===== src/rtl/serial_command_line_wear_store_top_assert.svh =====
// ----------------------------------------------------------------------------
// Assertion macros for the serial command line wear store.
// Every macro samples on the rising edge of clk and is switched off while rst
// is high.
// ----------------------------------------------------------------------------
`ifndef SERIAL_COMMAND_LINE_WEAR_STORE_TOP_ASSERT_SVH
`define SERIAL_COMMAND_LINE_WEAR_STORE_TOP_ASSERT_SVH

// The condition must never be true.
`define SCWL_ASSERT_NEVER(label, cond, msg) \
  label: assert property (@(posedge clk) disable iff (rst) !(cond)) else $error(msg);

// When the antecedent holds, the consequent holds in the same cycle.
`define SCWL_ASSERT_IMPLY(label, ante, cons, msg) \
  label: assert property (@(posedge clk) disable iff (rst) (ante) |-> (cons)) \
    else $error(msg);

// When the antecedent holds, the consequent holds in the next cycle.
`define SCWL_ASSERT_NEXT(label, ante, cons, msg) \
  label: assert property (@(posedge clk) disable iff (rst) (ante) |=> (cons)) \
    else $error(msg);

`endif


===== src/rtl/scwl_pkg.sv =====
// ----------------------------------------------------------------------------
// scwl_pkg
// Shared constants and types of the serial command line wear store.
// ----------------------------------------------------------------------------
`timescale 1ns / 1ps
`default_nettype none

package scwl_pkg;

  // Line buffer length and number of wear-levelled slots.
  localparam int LINE_LENGTH = 30;
  localparam int SLOT_COUNT  = 20;

  // Derived widths.
  localparam int POS_W   = $clog2(LINE_LENGTH + 1);
  localparam int SLOT_W  = (SLOT_COUNT > 1) ? $clog2(SLOT_COUNT) : 1;
  localparam int LAST_SLOT = SLOT_COUNT - 1;
  localparam int ACTIVE_W = 5;
  localparam int COUNT_W  = 17;
  localparam int VALUE_W  = 8;

  // Queue depths between the stages.
  localparam int CMD_DEPTH = 2;
  localparam int RES_DEPTH = 2;

  // Byte codes.
  localparam logic [7:0] CTRL_TOP    = 8'h1F;
  localparam logic [7:0] CR_BYTE     = 8'h0D;
  localparam logic [7:0] CMD_OUT     = 8'h4F;
  localparam logic [7:0] CMD_RESTART = 8'h52;

  localparam logic [COUNT_W-1:0] COUNT_MAX  = '1;
  localparam logic [COUNT_W-1:0] WEAR_RESET = 17'd100000;

  // One classified beat passed from the line parser to the store.
  typedef struct packed {
    logic               is_out;
    logic               is_restart;
    logic [VALUE_W-1:0] value;
  } cmd_t;

  // One finished result beat.
  typedef struct packed {
    logic [VALUE_W-1:0]  value;
    logic                alive;
    logic                restart;
    logic                written;
    logic [ACTIVE_W-1:0] slot;
    logic                full;
  } result_t;

endpackage

`default_nettype wire


===== src/rtl/scwl_front.sv =====
// ----------------------------------------------------------------------------
// scwl_front
// Line assembler and atoi-style parser; turns each byte into one command.
// ----------------------------------------------------------------------------
`timescale 1ns / 1ps
`default_nettype none

module scwl_front (
  input  wire logic         clk,
  input  wire logic         rst,
  input  wire logic         accept,
  input  wire logic [7:0]   rx_byte,
  input  wire logic         overrun,
  output scwl_pkg::cmd_t    cmd
);

  typedef enum logic [2:0] {
    PH_SKIP = 3'b001,
    PH_NUM  = 3'b010,
    PH_DONE = 3'b100
  } phase_t;

  logic [scwl_pkg::POS_W-1:0] line_pos, line_pos_next, pos_eff;
  logic [7:0]                 first_char, first_char_next;
  phase_t                     phase, phase_next;
  logic                       negative, negative_next;
  logic [7:0]                 accum, accum_next;
  logic                       digit;
  logic [7:0]                 dval;

  assign digit = (rx_byte >= 8'h30) && (rx_byte <= 8'h39);
  assign dval  = rx_byte - 8'h30;
  assign pos_eff = (line_pos >= scwl_pkg::POS_W'(scwl_pkg::LINE_LENGTH)) ? '0 : line_pos;

  always_comb begin
    line_pos_next   = line_pos;
    first_char_next = first_char;
    phase_next      = phase;
    negative_next   = negative;
    accum_next      = accum;
    cmd             = '0;
    if (accept && !overrun) begin
      line_pos_next = pos_eff;
      if (rx_byte > scwl_pkg::CTRL_TOP) begin
        if (pos_eff == '0) begin
          // A byte at place zero starts a new line and a new parse.
          first_char_next = rx_byte;
          phase_next      = PH_SKIP;
          negative_next   = 1'b0;
          accum_next      = '0;
        end else begin
          case (phase)
            PH_SKIP: begin
              if (rx_byte == 8'h20) begin
                phase_next = PH_SKIP;
              end else if (rx_byte == 8'h2B) begin
                phase_next = PH_NUM;
              end else if (rx_byte == 8'h2D) begin
                negative_next = 1'b1;
                phase_next    = PH_NUM;
              end else if (digit) begin
                accum_next = dval;
                phase_next = PH_NUM;
              end else begin
                phase_next = PH_DONE;
              end
            end
            PH_NUM: begin
              if (digit) begin
                accum_next = (accum << 3) + (accum << 1) + dval;
              end else begin
                phase_next = PH_DONE;
              end
            end
            default: begin
              phase_next = phase;
            end
          endcase
        end
        line_pos_next = pos_eff + 1'b1;
      end else if (rx_byte == scwl_pkg::CR_BYTE && pos_eff != '0) begin
        line_pos_next  = '0;
        cmd.is_out     = (first_char == scwl_pkg::CMD_OUT);
        cmd.is_restart = (first_char == scwl_pkg::CMD_RESTART);
        cmd.value      = negative ? (8'd0 - accum) : accum;
      end
    end
  end

  always_ff @(posedge clk) begin
    if (rst) begin
      line_pos   <= '0;
      first_char <= '0;
      phase      <= PH_SKIP;
      negative   <= 1'b0;
      accum      <= '0;
    end else begin
      line_pos   <= line_pos_next;
      first_char <= first_char_next;
      phase      <= phase_next;
      negative   <= negative_next;
      accum      <= accum_next;
    end
  end

endmodule

`default_nettype wire


===== src/rtl/scwl_cmd_queue.sv =====
// ----------------------------------------------------------------------------
// scwl_cmd_queue
// Short queue of classified commands between the parser and the store.
// ----------------------------------------------------------------------------
`timescale 1ns / 1ps
`default_nettype none

module scwl_cmd_queue (
  input  wire logic          clk,
  input  wire logic          rst,
  input  wire logic          push,
  input  scwl_pkg::cmd_t     cmd_in,
  output logic               full,
  input  wire logic          pop,
  output logic               valid,
  output scwl_pkg::cmd_t     cmd_out
);

  localparam int PTR_W = (scwl_pkg::CMD_DEPTH > 1) ? $clog2(scwl_pkg::CMD_DEPTH) : 1;
  localparam int CNT_W = $clog2(scwl_pkg::CMD_DEPTH + 1);

  scwl_pkg::cmd_t     slots [scwl_pkg::CMD_DEPTH];
  logic [PTR_W-1:0]   wr_ptr, rd_ptr;
  logic [CNT_W-1:0]   count;
  logic               do_push, do_pop;

  assign full    = (count == CNT_W'(scwl_pkg::CMD_DEPTH));
  assign valid   = (count != '0);
  assign cmd_out = slots[rd_ptr];
  assign do_push = push && !full;
  assign do_pop  = pop && valid;

  always_ff @(posedge clk) begin
    if (do_push) begin
      slots[wr_ptr] <= cmd_in;
    end
  end

  always_ff @(posedge clk) begin
    if (rst) begin
      wr_ptr <= '0;
      rd_ptr <= '0;
      count  <= '0;
    end else begin
      if (do_push) begin
        wr_ptr <= (wr_ptr == PTR_W'(scwl_pkg::CMD_DEPTH - 1)) ? '0 : wr_ptr + 1'b1;
      end
      if (do_pop) begin
        rd_ptr <= (rd_ptr == PTR_W'(scwl_pkg::CMD_DEPTH - 1)) ? '0 : rd_ptr + 1'b1;
      end
      if (do_push && !do_pop) begin
        count <= count + 1'b1;
      end else if (do_pop && !do_push) begin
        count <= count - 1'b1;
      end
    end
  end

endmodule

`default_nettype wire


===== src/rtl/scwl_back.sv =====
// ----------------------------------------------------------------------------
// scwl_back
// Output register, wear-levelled store and result queue.
// ----------------------------------------------------------------------------
`timescale 1ns / 1ps
`default_nettype none

module scwl_back (
  input  wire logic                          clk,
  input  wire logic                          rst,
  input  wire logic                          cfg_wr_en,
  input  wire logic [scwl_pkg::COUNT_W-1:0]  cfg_wr_data,
  input  wire logic                          cmd_valid,
  input  scwl_pkg::cmd_t                     cmd,
  output logic                               cmd_pop,
  output logic                               res_valid,
  input  wire logic                          res_pop,
  output scwl_pkg::result_t                  res
);

  `include "serial_command_line_wear_store_top_assert.svh"

  localparam int PTR_W = (scwl_pkg::RES_DEPTH > 1) ? $clog2(scwl_pkg::RES_DEPTH) : 1;
  localparam int CNT_W = $clog2(scwl_pkg::RES_DEPTH + 1);

  // Slots are only ever entered in increasing order and never revisited, so
  // only the active slot's value and counter are kept. A newly entered slot
  // holds the value just written and a counter of zero.
  logic [scwl_pkg::COUNT_W-1:0] wear_limit;
  logic [scwl_pkg::VALUE_W-1:0] output_reg, output_reg_next;
  logic [scwl_pkg::SLOT_W-1:0]  slot_index, slot_index_next;
  logic [scwl_pkg::VALUE_W-1:0] cur_value, cur_value_next;
  logic [scwl_pkg::COUNT_W-1:0] cur_count, cur_count_next, count_inc;
  logic                         differ, adv;

  scwl_pkg::result_t            res_in;
  scwl_pkg::result_t            rq [scwl_pkg::RES_DEPTH];
  logic [PTR_W-1:0]             wr_ptr, rd_ptr;
  logic [CNT_W-1:0]             rq_count;
  logic                         rq_full, res_push, do_pop;

  assign rq_full  = (rq_count == CNT_W'(scwl_pkg::RES_DEPTH));
  assign res_push = cmd_valid && !rq_full;
  assign cmd_pop  = res_push;
  assign res_valid = (rq_count != '0);
  assign do_pop   = res_pop && res_valid;
  assign res      = rq[rd_ptr];

  assign differ    = (cmd.value != cur_value);
  assign count_inc = (cur_count != scwl_pkg::COUNT_MAX) ? cur_count + 1'b1 : cur_count;
  assign adv       = cmd.is_out && differ && (count_inc >= wear_limit) &&
                     (slot_index != scwl_pkg::SLOT_W'(scwl_pkg::LAST_SLOT));

  always_comb begin
    output_reg_next = output_reg;
    slot_index_next = slot_index;
    cur_value_next  = cur_value;
    cur_count_next  = cur_count;
    if (cmd.is_out) begin
      output_reg_next = cmd.value;
      if (differ) begin
        cur_value_next = cmd.value;
        if (adv) begin
          slot_index_next = slot_index + 1'b1;
          cur_count_next  = '0;
        end else begin
          cur_count_next = count_inc;
        end
      end
    end
    res_in.value   = output_reg_next;
    res_in.alive   = cmd.is_out;
    res_in.restart = cmd.is_restart;
    res_in.written = cmd.is_out && differ;
    res_in.slot    = scwl_pkg::ACTIVE_W'(slot_index_next);
    res_in.full    = (slot_index_next == scwl_pkg::SLOT_W'(scwl_pkg::LAST_SLOT)) &&
                     (cur_count_next >= wear_limit);
  end

  always_ff @(posedge clk) begin
    if (res_push) begin
      rq[wr_ptr] <= res_in;
    end
  end

  always_ff @(posedge clk) begin
    if (rst) begin
      wear_limit <= scwl_pkg::WEAR_RESET;
      output_reg <= '0;
      slot_index <= '0;
      cur_value  <= '0;
      cur_count  <= '0;
      wr_ptr     <= '0;
      rd_ptr     <= '0;
      rq_count   <= '0;
    end else begin
      if (cfg_wr_en) begin
        wear_limit <= cfg_wr_data;
      end
      if (res_push) begin
        output_reg <= output_reg_next;
        slot_index <= slot_index_next;
        cur_value  <= cur_value_next;
        cur_count  <= cur_count_next;
        wr_ptr     <= (wr_ptr == PTR_W'(scwl_pkg::RES_DEPTH - 1)) ? '0 : wr_ptr + 1'b1;
      end
      if (do_pop) begin
        rd_ptr <= (rd_ptr == PTR_W'(scwl_pkg::RES_DEPTH - 1)) ? '0 : rd_ptr + 1'b1;
      end
      if (res_push && !do_pop) begin
        rq_count <= rq_count + 1'b1;
      end else if (do_pop && !res_push) begin
        rq_count <= rq_count - 1'b1;
      end
    end
  end

  // The active slot never runs past the last slot and never moves backward.
  `SCWL_ASSERT_NEVER(a_slot_range, slot_index > scwl_pkg::SLOT_W'(scwl_pkg::LAST_SLOT), "slot index past last slot")
  `SCWL_ASSERT_NEXT(a_slot_monotonic, 1'b1, slot_index >= $past(slot_index), "slot index moved backward")
  // Entering a new slot leaves it holding the new value with a fresh counter.
  `SCWL_ASSERT_NEXT(a_advance_fresh, res_push && adv, (cur_count == '0) && (cur_value == $past(cmd.value)), "new slot not fresh")
  // A store write only happens on an output command.
  `SCWL_ASSERT_IMPLY(a_written_alive, res_push && res_in.written, res_in.alive && !res_in.restart, "store write without output command")

endmodule

`default_nettype wire


===== src/rtl/serial_command_line_wear_store_top.sv =====
// ----------------------------------------------------------------------------
// serial_command_line_wear_store_top
// Serial command line parser driving an output register and a wear store.
// ----------------------------------------------------------------------------
//
//   Channel   Handshake          Beat contents
//   -------   ----------------   -----------------------------------------
//   input     push / full        rx_byte, overrun
//   result    empty / pop        output_value, pin_drive, alive_pulse,
//                                restart_request, store_written,
//                                active_slot, store_full
//   config    cfg_wr_en          cfg_wr_data (wear_limit, 17 bits)
//
// One input beat can be taken every cycle while full is low, and every
// input beat yields one result beat. A taken beat's command is registered
// in the command queue, and the store stage then writes its result into the
// result queue, from which it is shown on the result ports; a full result
// queue holds the command back. Reset is synchronous; the store keeps only
// the active slot's value and counter, so there is no clearing sweep. A
// stalled result side fills the result queue, then the command queue, and
// only then raises full.
//
// The front stage collects printable bytes into a line and parses the
// decimal argument as the bytes arrive, so a carriage return can turn the
// finished line straight into a command. The back stage applies output
// commands to the output register and to the wear-levelled store, where a
// slot's write counter reaching wear_limit moves writes to the next slot,
// stopping at the last one.
// ----------------------------------------------------------------------------
`timescale 1ns / 1ps
`default_nettype none

module serial_command_line_wear_store_top (
  input  wire logic                          clk,
  input  wire logic                          rst,
  // Input channel.
  input  wire logic                          push,
  output logic                               full,
  input  wire logic [7:0]                    rx_byte,
  input  wire logic                          overrun,
  // Result channel.
  output logic                               empty,
  input  wire logic                          pop,
  output logic [7:0]                         output_value,
  output logic [3:0]                         pin_drive,
  output logic                               alive_pulse,
  output logic                               restart_request,
  output logic                               store_written,
  output logic [4:0]                         active_slot,
  output logic                               store_full,
  // Configuration port.
  input  wire logic                          cfg_wr_en,
  input  wire logic [scwl_pkg::COUNT_W-1:0]  cfg_wr_data
);

  scwl_pkg::cmd_t    front_cmd, queued_cmd;
  scwl_pkg::result_t res;
  logic              accept, cmd_valid, cmd_pop, res_valid;

  // An input beat is taken whenever the command queue has room.
  assign accept = push && !full;

  scwl_front u_front (
    .clk     (clk),
    .rst     (rst),
    .accept  (accept),
    .rx_byte (rx_byte),
    .overrun (overrun),
    .cmd     (front_cmd)
  );

  scwl_cmd_queue u_cmd_queue (
    .clk     (clk),
    .rst     (rst),
    .push    (accept),
    .cmd_in  (front_cmd),
    .full    (full),
    .pop     (cmd_pop),
    .valid   (cmd_valid),
    .cmd_out (queued_cmd)
  );

  scwl_back u_back (
    .clk         (clk),
    .rst         (rst),
    .cfg_wr_en   (cfg_wr_en),
    .cfg_wr_data (cfg_wr_data),
    .cmd_valid   (cmd_valid),
    .cmd         (queued_cmd),
    .cmd_pop     (cmd_pop),
    .res_valid   (res_valid),
    .res_pop     (pop),
    .res         (res)
  );

  // The oldest waiting result sits on the ports while empty is low.
  assign empty           = !res_valid;
  assign output_value    = res.value;
  assign pin_drive       = res.value[3:0];
  assign alive_pulse     = res.alive;
  assign restart_request = res.restart;
  assign store_written   = res.written;
  assign active_slot     = res.slot;
  assign store_full      = res.full;

endmodule

`default_nettype wire


===== config.mk =====
export PLATFORM = sky130hd
export DESIGN_NAME = serial_command_line_wear_store_top
export DESIGN_NICKNAME = d
export VERILOG_FILES = /design/src/rtl/scwl_pkg.sv /design/src/rtl/scwl_front.sv /design/src/rtl/scwl_cmd_queue.sv /design/src/rtl/scwl_back.sv /design/src/rtl/serial_command_line_wear_store_top.sv
export VERILOG_INCLUDE_DIRS = /design/src /design/src/rtl
export SDC_FILE = /design/constraint.sdc
export NUM_CORES = 1
export LEC_CHECK = 0
export ABC_AREA = 1
export BUFFER_PORTS_ARGS = -buffer_cell sky130_fd_sc_hd__buf_2
export CAP_MARGIN = 20
export CORE_MARGIN = 1.5
export CORE_UTILIZATION = 30
export CTS_CLUSTER_SIZE = 25
export DETAILED_ROUTE_END_ITERATION = 6
export SLEW_MARGIN = 20
export SYNTH_ARGS = -nofsm -noshare
export SYNTH_HDL_FRONTEND = slang
export SYNTH_SLANG_ARGS = --single-unit

===== constraint.sdc =====
create_clock -name clk -period 7.2 [get_ports clk]
set_input_delay 0.72 -clock clk [delete_from_list [all_inputs] [get_ports clk]]
set_output_delay 0.72 -clock clk [all_outputs]
set_load 0.01 [all_outputs]

---- Yosys cells after proc, flatten, opt, wreduce, memory -nomap -nowiden ----
Memory sizes are Yosys's and may differ from the RTL's. A register that Yosys moved wholly into a read port is not among the register bits.
Index checks and enable logic that the tools add are counted.
W data, S select, Z words.
storage, ports and cells
  memories ................................ 2
  logic and storage cells ................. 149
  flip-flop bits (word level) ............. 88
  output and inout port bits .............. 23
  input bits .............................. 31
  RAM bits ................................ 54
memories
  name               words  width  rd ports  clocked after memory_dff  write ports  line                  source
  u_back.rq          2      17     1         1                         1            scwl_back.sv:37       scwl_pkg::result_t rq [scwl_pkg::RES_DEPTH];
  u_cmd_queue.slots  2      10     1         1                         1            scwl_cmd_queue.sv:22  scwl_pkg::cmd_t slots [scwl_pkg::CMD_DEPTH];
cells by class
  muxes and demuxes ....................... 50
  equal/unequal tests ..................... 22
  $add $sub $neg .......................... 15
  magnitude comparators ................... 6
  reductions and logical operators ........ 38
operators by type and width
  cell                     number
  $mux W17                 4
  $mux W8                  8
  $ge A17 B17 Y1           2
  $mux W10                 3
  $mux W5                  6
  $eq A8 B6 Y1 const B     3
  $mux W3                  6
  $add A17 B1 Y17 const B  1
  $mux W1                  17
  $ne A17 B17 Y1 const B   1
  $add A8 B8 Y8            2
  $eq A8 B7 Y1 const B     2
  $logic_and A1 B1 Y1      16
  $pmux W8 S2              1
  $reduce_bool A2 Y1       6
  $add A5 B1 Y5 const B    2
  $ne A3 B2 Y1 const B     3
  $eq A8 B4 Y1 const B     1
  $ge A8 B6 Y1 const B     1
  $gt A8 B5 Y1 const B     1
  $le A8 B6 Y1 const B     1
  $logic_not A1 Y1         8
  $mux W2                  4
  $ne A8 B8 Y1             1
  other kinds (22)         31

---- Logic depth before layout (Yosys ltp) ----
Gate-level depths: netlist of run 1.
  depth in word-level cells ............... 10
  mapped depth ............................ 35
  gate-level depth less buffers ........... 34

---- Modules after synthesis ----
Synthesis of run 1 repeated with hierarchy kept, for this count alone.
unflattened totals
  cells, all modules ...................... 1056
  area, all modules ....................... 8754.6 um2
modules (own cells, without submodules)
  module                              cells an instance  instances  area each (um2)  seq. area each (um2)
  scwl_back                           650                1          5495.3           2222.1
  scwl_front                          331                1          2245.9           500.5
  scwl_cmd_queue                      68                 1          969.7            700.7
  serial_command_line_wear_store_top  7                  1          43.8             0.0

---- Worst setup path before layout of run 1 ----
OpenSTA, ideal clock, no wires.
  path kind ............................... flip-flop to flip-flop
  start point ............................. register u_back.cur_count[0] in the netlist's numbering
  end point ............................... memory u_back.rq[0][0] in the netlist's numbering, data pin
  required time ........................... 6.947 ns
  setup slack ............................. 3.034 ns
  data arrival time ....................... 3.913 ns
  buffers on the path ..................... 1
  setup time .............................. 0.253 ns
  cell stages (with the launch flop) ...... 33
  clock period less this slack ............ 4.166 ns
  path through ............................ dfxtp_1 -> ha_1 -> nand2_1 -> nor3_2 -> nand2_1 -> nor2_1 -> nand3_1 -> nand2_1 -> xor2_2 -> ha_1 -> nand2_1 -> inv_1 -> nand2_1 -> nand2_1 -> a21oi_1 -> nand4_1 -> inv_1 -> nor2_8 -> nor2_8 -> buf_6 -> nand2_1 -> o21ai_0 -> ha_1 -> a21oi_1 -> nor2_1 -> o21ai_0 -> nand3_1 -> nand2_1 -> nand3_1 -> a21oi_1 -> nor2_1 -> nand3_1 -> nor2_1
RTL lines
  element                 line              source
  start, declared         scwl_back.sv:33   logic [scwl_pkg::COUNT_W-1:0] cur_count, cur_count_next, count_inc;
  start signal, assigned  scwl_back.sv:104  cur_count <= cur_count_next;
  end, declared           scwl_back.sv:37

==> summary by stage, run 1 <==
Run status
The flow ran to the end, and the final reports show no timing, DRC or antenna violations.

STA
The worst pin sits at a relative slew slack of 38.5%. The post-route fraction of the period consumed by the critical path is between 70% and 80%. The maximum clock frequency is 0.185 GHz. The transition at the pin with the smallest max-transition slack is around 0.9 ns. The final number of hold-violating endpoints is 0.

The total count of max-transition violations in the final report is 0. Summed over all failing endpoints, the final setup total negative slack is 0 ns. Between clock sinks in the finished design, the worst skew comes to 0.0121 ns. Setup violations remaining at the end of the flow were counted as 0. Setup repair after global routing left no endpoint under its margin.

The final period demand of the worst path is 5.39 ns. Once routing completed, OpenROAD measured the worst setup slack at 1.81 ns.

Clock tree
The library cell used as clock root buffer is clkbuf_16. The number of H-tree branching levels is 4. For this design, the CTS-stage hold fixing added 0 buffers. The CTS clock-pin slew for the worst setup and hold paths is 0.07 ns. At the later pin of the worst-skew pair, clock insertion delay measures 0.43 ns. In this run, CTS created clock tree buffers numbering 17. For this design, the sink count on the clock tree is 144. The CTS tree is yes. The buffer levels on the longest clock path is 2. The post-CTS setup buffer count is 0. The quantity of gates resized following cts is 0.

Synthesis
The area of the mapped netlist is 8550 um2. The net count of the mapped netlist is 1152. The top-area cell type share of the netlist area is 21.1%. For this run, the leading register cell type out of synthesis is dfxtp_1.

Counting flops with a built-in enable in the synthesized netlist gives 54. The largest area contributor in the netlist is dfxtp_1. Yosys attributes the largest share of cell area to dfxtp_1, edfxtp_1, nand2_1. The synthesized area per cell is 8.04 um2.

The number of register bits inferred by synthesis is approximately 140. The sequential cell area fraction in the yosys report is 40.0%. Synthesis handed over a netlist of 1064 instances.

The netlist uses 54 different library cells. The number of warning messages in the yosys log is 0. Of all flip-flops after synthesis, the portion carrying an async set or reset was 0%.

Global routing
Entering global routing, the biggest net connects 48 pins. The number of antenna violations at the first check in global routing is 0. The via count of the first global-routing pass is 6532. The total global-route track usage is 13.8%.

The first global-routing pass estimated 32.2 mm of wire. The global-route congestion overflow total is 0.

Worst setup path
In this run the worst path has a maximum fanout of 32. The worst register-to-register path has a setup slack of 1.81 ns. The worst-case reg-to-reg path depth is 32. The endpoint class of the critical path is a register.

The terminus of the critical flop-to-flop path is u_back.rq[1][0]. The cell occurring most often along the worst timing path is nand2_1. The critical path ends at u_back.rq[1][0]. Tracing the worst setup path back leads to its startpoint at u_back.cur_count[0].

The critical register-to-register path startpoint is u_back.cur_count[0]. The largest single stage delay on the critical path is approximately 0.44 ns. The critical path startpoint category is a register. STA puts the critical path data arrival time at about 5.6 ns. For the worst setup path, the data required time is 7.38 ns. The slowest library cell on the worst path is dfxtp_1. The type of the setup path with the least slack is register to register.

Power
The highest ir drop seen on vdd is 0.000189 V. For this design the static power due to leakage is 4.21 nW. The power per unit of standard cell area is 322 nW/um2.

Route
Wires add up to 19.6 mm. The mean routed wirelength per cell is 13.1 um. The count of routing violations after the opening detailed-route iteration is 444.

The vias per cell is 4.58. The pre-antenna-repair detailed-routing pass consisted of 5 iterations. The detail route stage leaves a number of antenna-violating nets equal to 0. For this run, design rule violations remaining after detail routing come to 0.

For this block, the via count after detailed routing is 6859.

Finish
In the final layout, the registers with the most flip-flops are u_back.rq x34, u_cmd_queue.slots x20. The repair_antennas step left the layout with diodes totalling 0. The final net count is approximately 1200. The flip-flop count of the largest register after layout is 34.

The register with the most flip-flops in the final layout is u_back.rq. The area growth from synthesis to layout is 13.7%. Cells with a size suffix above 1 make up 14.9% of the layout.

The total of fill cells in the finished design is 2911. The post-route cell area is 9720 um2.

Placement
After detailed placement, the total cell area comes to 9140 um2. The pre-CTS setup slack is 1.92 ns. The wire-length estimate of the detail-placed layout is 14.4 mm. Input and output buffers added on the ports amount to 53.

The congestion estimate from routability-driven global placement came to 0.927.

Floorplan
The area of the core region is 27900 um2. The I/O pin count is between 50 and 60. For this configuration, the core starts out at a cell density of a little under a third. The floorplan step set the die height to 172 um. The number of rows in the core area is 61. From left edge to right edge, the die measures around 170 um. The area of the die is about 30000 um2.

Flow run
Max-cap violations in this run came to 0.

Min path
The startpoint of the most critical hold path is u_front.first_char[6]. The worst hold path stage count is 2. The tightest min-delay check is of the register to register type.
[cells in the final DEF, fill, tap and decap left out, types with 20 or more instances in the layout]
| cell type | synthesis | final |
|---|---|---|
| a21oi_1 | 84 | 84 |
| buf_2 | 6 | 53 |
| dfxtp_1 | 90 | 90 |
| edfxtp_1 | 54 | 54 |
| ha_1 | 52 | 52 |
| inv_1 | 147 | 147 |
| nand2_1 | 224 | 224 |
| nand3_1 | 37 | 37 |
| nand4_1 | 20 | 20 |
| nor2_1 | 78 | 78 |
| o21ai_0 | 85 | 85 |
| xor2_1 | 28 | 28 |
[report_power, final]
part	switching (mW)	total [mW]	leakage, nW	internal, mW
Clock	0.381	0.868	0.280	0.487
Combinational	0.706	1.08	2.68	0.369
Sequential	0.105	1.19	1.25	1.08
Total	1.19	3.13	4.21	1.94
[layout make-up]
| type | instances | area [um2] | share of cell area (%) |
|---|---|---|---|
| Clock buffer | 17 | 425 | 4.38 |
| Clock inverter | 15 | 151 | 1.56 |
| Inverter | 151 | 569 | 5.86 |
| Multi-Input combinational cell | 731 | 4350 | 44.8 |
| Sequential cell | 144 | 3420 | 35.2 |
| Tap cell | 378 | 473 | 4.87 |
| Timing Repair Buffer | 61 | 325 | 3.35 |
[Yosys cell counts, types with 5 or more instances]
cell type / instances
nand2_1: 224
inv_1: 147
dfxtp_1: 90
o21ai_0: 85
a21oi_1: 84
nor2_1: 78
edfxtp_1: 54
ha_1: 52
nand3_1: 37
xor2_1: 28
clkbuf_1: 22
nand4_1: 20
mux2_2: 17
a21oi_2: 15
nand3_2: 15
nor3_1: 12
nand2_2: 7
buf_2: 6
buf_4: 6
fa_1: 5
nor4_1: 5
o2bb2ai_1: 5
[metrics by stage]
step	std cells	hold WS, ns	util (%)	total power [mW]
4_1_cts	1497	0.466	34.8	3.17
3_5_place_dp	1465	0.454	32.7	2.29
6_report	1497	0.463	34.8	3.13
3_3_place_gp	1465	0.434	32.7	2.26
5_1_grt	1497	0.492	34.8	3.37
2_1_floorplan	1064	0.426	-	2.03
[how the worst min path moves through the flow]
stage                                        to  slack [ns]
after floorplan                        register        0.43
after global placement       u_cmd_queue.rd_ptr        0.43
after detailed placement  u_front.first_char[6]        0.45
after CTS                 u_front.first_char[6]        0.47
after global routing        u_back.cur_value[1]        0.49
final                     u_front.first_char[6]        0.46
[critical path, delay by kind of cell (launching register included)]
family,cells,cell delay [ns]
DFF,1,0.44
and+or+nand+nor,23,2.62
AOI/OAI and AO/OA,5,0.98
adders and majority gates,3,0.85
buffers and inverters,1,0.22
[metal layers]
metal  track usage [%]  share of wire, %
met5                 0                 0
met1              18.5                49
met2              22.8                46
met4              4.12               1.1
met3              2.05               3.7
[cell families (layout without fill, tap and decap cells)]
group                      count (synthesis)  count (layout)  synth area share, %
AOI/OAI and AO/OA                        209             209                 13.7
xor gates and xnor gates                  32              32                 3.59
and+or+nand+nor                          416             416                 22.6
DFF                                      144             144                 40.0
buffers and inverters                    189             244                 9.07
muxes                                     17              17                 2.24
adders and majority gates                 57              57                 8.78
No activity file was read; power rests on OpenSTA's default activity.
==> run 2: changes to the inputs <==
Settings changed: ABC_AREA 1 to 0.
Clock period 7.2 ns to 5.3 ns, I/O delays scaled along.
==> run 2 against run 1 <==
The run now ends with DRC left. Global-route usage grew 0.30 points. First-iteration DRC count shrank 12%. Die area shrank 5.8%. Non-clock buffer count grew 36. Sequential power grew 29%. Critical endpoint unchanged.
==> summary by stage, run 2 <==
Run status
The run finished, with violations left. The checks that failed: DRC.

Synthesis
Dividing the synthesized area by the synthesized cell count gives 9.27 um2. The number of flops mapped to enable cells by yosys is 54. The area of the mapped netlist is 8040 um2. Synthesis inferred 144 register bits.

The primary flip-flop cell chosen by synthesis mapping is dfxtp_1. Sequential elements use 42.6% of the synthesized area. Sorting the synthesized cells by area gives the leading types as dfxtp_1, edfxtp_1, ha_1. The synthesized netlist contains 67 unique library cells. The most used standard cell by instance count after synthesis is nand2_1. The share of synthesized area in the top cell type comes to around 22%. For this run, the number of Yosys warnings is 0.

By count the netlist is led by nand2_1, nor2_1, dfxtp_1, a21oi_1, edfxtp_1. For this run, asynchronously set or reset flops after synthesis account for 0%. Summed over all instances, the cell type with the most area after synthesis is dfxtp_1. The number of nets handed over by synthesis was ~960. Counting every instance in the synthesized netlist gives about 870.

Worst setup path
The slowest stage of the critical path is the or4_4 cell. The critical path required time is 5.46 ns. The biggest cell delay along the critical path is 0.54 ns. The critical path in this run is classified as register to register. Data arrives at the worst endpoint at 5.22 ns. The critical path startpoint category is a register. Along the worst path, the maximum fanout reaches 4. The signal on the critical path passes through nand4_1 -> nor4_4 -> nor2b_4 -> nor2_4 -> nand3_2 -> xnor2_1 -> ha_1 -> and4_1 -> nand2_1 -> or4_4 -> a211o_1 -> and3_4 -> o21ai_1 -> o31a_1 -> ha_1 -> nand2b_1 -> a21o_1 -> a211oi_2 -> o21bai_1 -> a221oi_2 -> buf_4 -> o21ai_1 -> a31oi_1 -> a211oi_2. The endpoint class of the critical path is a register.

STA
The total count of max-transition violations in the final report is 0. After layout, the minimum clock period comes to between 5 and 6 ns. The final number of hold-violating endpoints came to 0. The worst clock skew is 0.0128 ns. The count of endpoints failing setup in the final report is 0. In the finished design, the share of the clock period the worst path needs comes to 95.4%. The transition at the pin with the smallest max-transition slack is 0.898 ns. Derived from the worst setup path, the maximum achievable clock frequency is 0.198 GHz.

For the final routed database, the setup TNS stands at 0 ns. The relative slew slack is 39.8%.

Route
The first detailed-routing pass took 7 iterations. The number of antenna-violating nets in the routed design is 0. After detailed routing, the number of vias per cell comes to 5.01. The total DRC errors in the routed layout is 12. The mean routed wirelength per cell is ~15 um. The final route contains 6478 vias. The count of routing violations after the opening detailed-route iteration is 392. The routed design has 19.3 mm of wire.

Finish
The flip-flop and latch area is 3430 um2. The largest registers in the layout are u_back.rq x34, u_cmd_queue.slots x20. After routing the design area is 9670 um2. At the end of the flow, the number of nets in the layout was between 1000 and 1500. The layout-stage area growth over the synthesis result is 20.2%. The register with the most flip-flops in the layout has 34 of them.

The filler cells instantiated in the layout total roughly 2600. The most flop-heavy register is u_back.rq. The area occupied by multi-input gates is between 4000 and 5000 um2.

Leaving out fill and tap cells, the most frequent cells in the layout are nand2_1, nor2_1, dfxtp_1, a21oi_1, edfxtp_1. The commonest non-fill, non-tap cell in the layout is nand2_1. The fraction of final layout cells with drive strength greater than 1 is around 20%.

Clock tree
No sink is reached through more buffers than the 2 on the longest clock path. The number of H-tree branching levels is 4. The number of buffers created by CTS is 17.

CTS placed an instance of clkbuf_16 at the clock tree root. The source-to-sink clock delay at the later pin of the worst-skew pair is about 0.43 ns. Clock-pin slew was measured on the worst setup and hold paths at 0.07 ns. The CTS tree is yes.

Counting every sink on the clock net gives 144.

Floorplan
In this run the standard cell core region covers 26200 um2. The die span in y is 167 um. The area of the die is 27800 um2. The die outline width is 167 um.

The I/O pin count is 54. The initial utilization of the core area, before any placement, comes to 30.7%. The number of rows in the core area is 59.

Global routing
The wire length of the first global-routing pass is 31.8 mm. For this run the aggregate overflow at the end of global routing stands at 0. The via count of the first global-routing pass is 6338. The number of antenna violations at the first check in global routing is 1.

Entering global routing, the biggest net connects 72 pins. The total global-route track usage is about 14%.

Power
The power per unit of standard cell area is 398 nW/um2. The reported leakage power is 3.88 nW. The overall power is 3.84 mW.

The worst-case IR drop observed on VDD is 0.000212 V.

Placement
The final RePlAce weighted congestion is between 0.8 and 0.9. The post-DP HPWL is between 10 and 15 mm. The number of port buffers is 53. The cell area after placement is ~8800 um2.

Flow run
The total of max-cap violations is 0.

Min path
The worst min-delay path category is primary input to register.
-- run 2: changes by cell type after synthesis, sizes merged, moves of 11 or more --
cell	change
nand2	-141
inv	-101
o21ai	-43
a21oi	-34
mux2i	+30
nand3	-29
xnor2	+25
a211oi	+11
-- run 2: power breakdown --
part	leakage, nW	switching, mW	total (mW)	internal (mW)
clock	0.305	0.534	1.25	0.719
combinational	2.32	0.628	1.06	0.435
sequential	1.25	0.116	1.53	1.41
-- run 2: final cells by class --
type	count	share of cell area, %
antenna	1	0.0259
sequential	144	35.5
clock buffer	17	4.40
tap	335	4.34
multi-input combinational	632	45.5
timing repair buffer	97	6.28
inverter	51	1.98
clock inverter	15	1.99
-- run 2: kinds of logic (layout without fill, tap and decap cells) --
logic type	after synthesis	in the layout	share of synthesized area, %
flops	144	144	42.6
other cells	0	1	0
xor+xnor	49	49	5.34
simple gates	286	286	16.8
fa+ha+maj	57	57	9.33
mux	51	51	6.67
buf+inv	92	180	4.68
compound gates	189	189	14.7
-- run 2: critical path, delay by kind of cell, from the launching register on --
family / cells / cell delay (ns)
flip-flops: 1 / 0.34
buffers and inverters: 1 / 0.16
AND/OR/NAND/NOR: 10 / 2.06
XOR/XNOR: 1 / 0.08
adder cells (fa/ha/maj): 2 / 0.51
AO/OA/AOI/OAI: 10 / 1.63
-- run 2: per-stage QoR --
stage | utilization, % | std cells | setup slack (ns) | hold slack (ns)
after floorplan | - | 868 | 0.0632 | 0.431
after global placement | 33.7 | 1253 | 0.126 | 0.443
after detailed placement | 33.7 | 1253 | -0.0264 | 0.447
after CTS | 36.2 | 1286 | 0.0221 | 0.308
after global routing | 36.9 | 1291 | -0.0602 | 0.323
final | 36.9 | 1292 | 0.242 | 0.322
-- run 2: metal layers --
layer,GRT usage (%),up-vias,share of wire [%]
li1,-,3245,-
met1,18.9,3047,49
met2,22.2,153,44
met3,2.99,33,4.2
met4,5.14,0,2.1
met5,0,-,0
-- run 2: timing repair --
item	4_1_cts	5_1_grt
hold endpoints to repair	0	0
setup endpoints to repair	2	2
hold buffers	0	0
resized for setup	8	34
buffers inserted	1	5
pin swaps	5	21
-- run 2: final timing paths --
kind	from	to	slack, ns	cells past startpoint
setup / recovery	u_back.cur_count[9]	u_back.rq[1][0]	0.24	24
hold / removal	cfg_wr_data[9]	u_back.wear_limit[9]	0.32	3
setup reg to reg	u_back.cur_count[9]	u_back.rq[1][0]	0.24	24
hold reg to reg	u_front.first_char[1]	u_front.first_char[1]	0.46	2
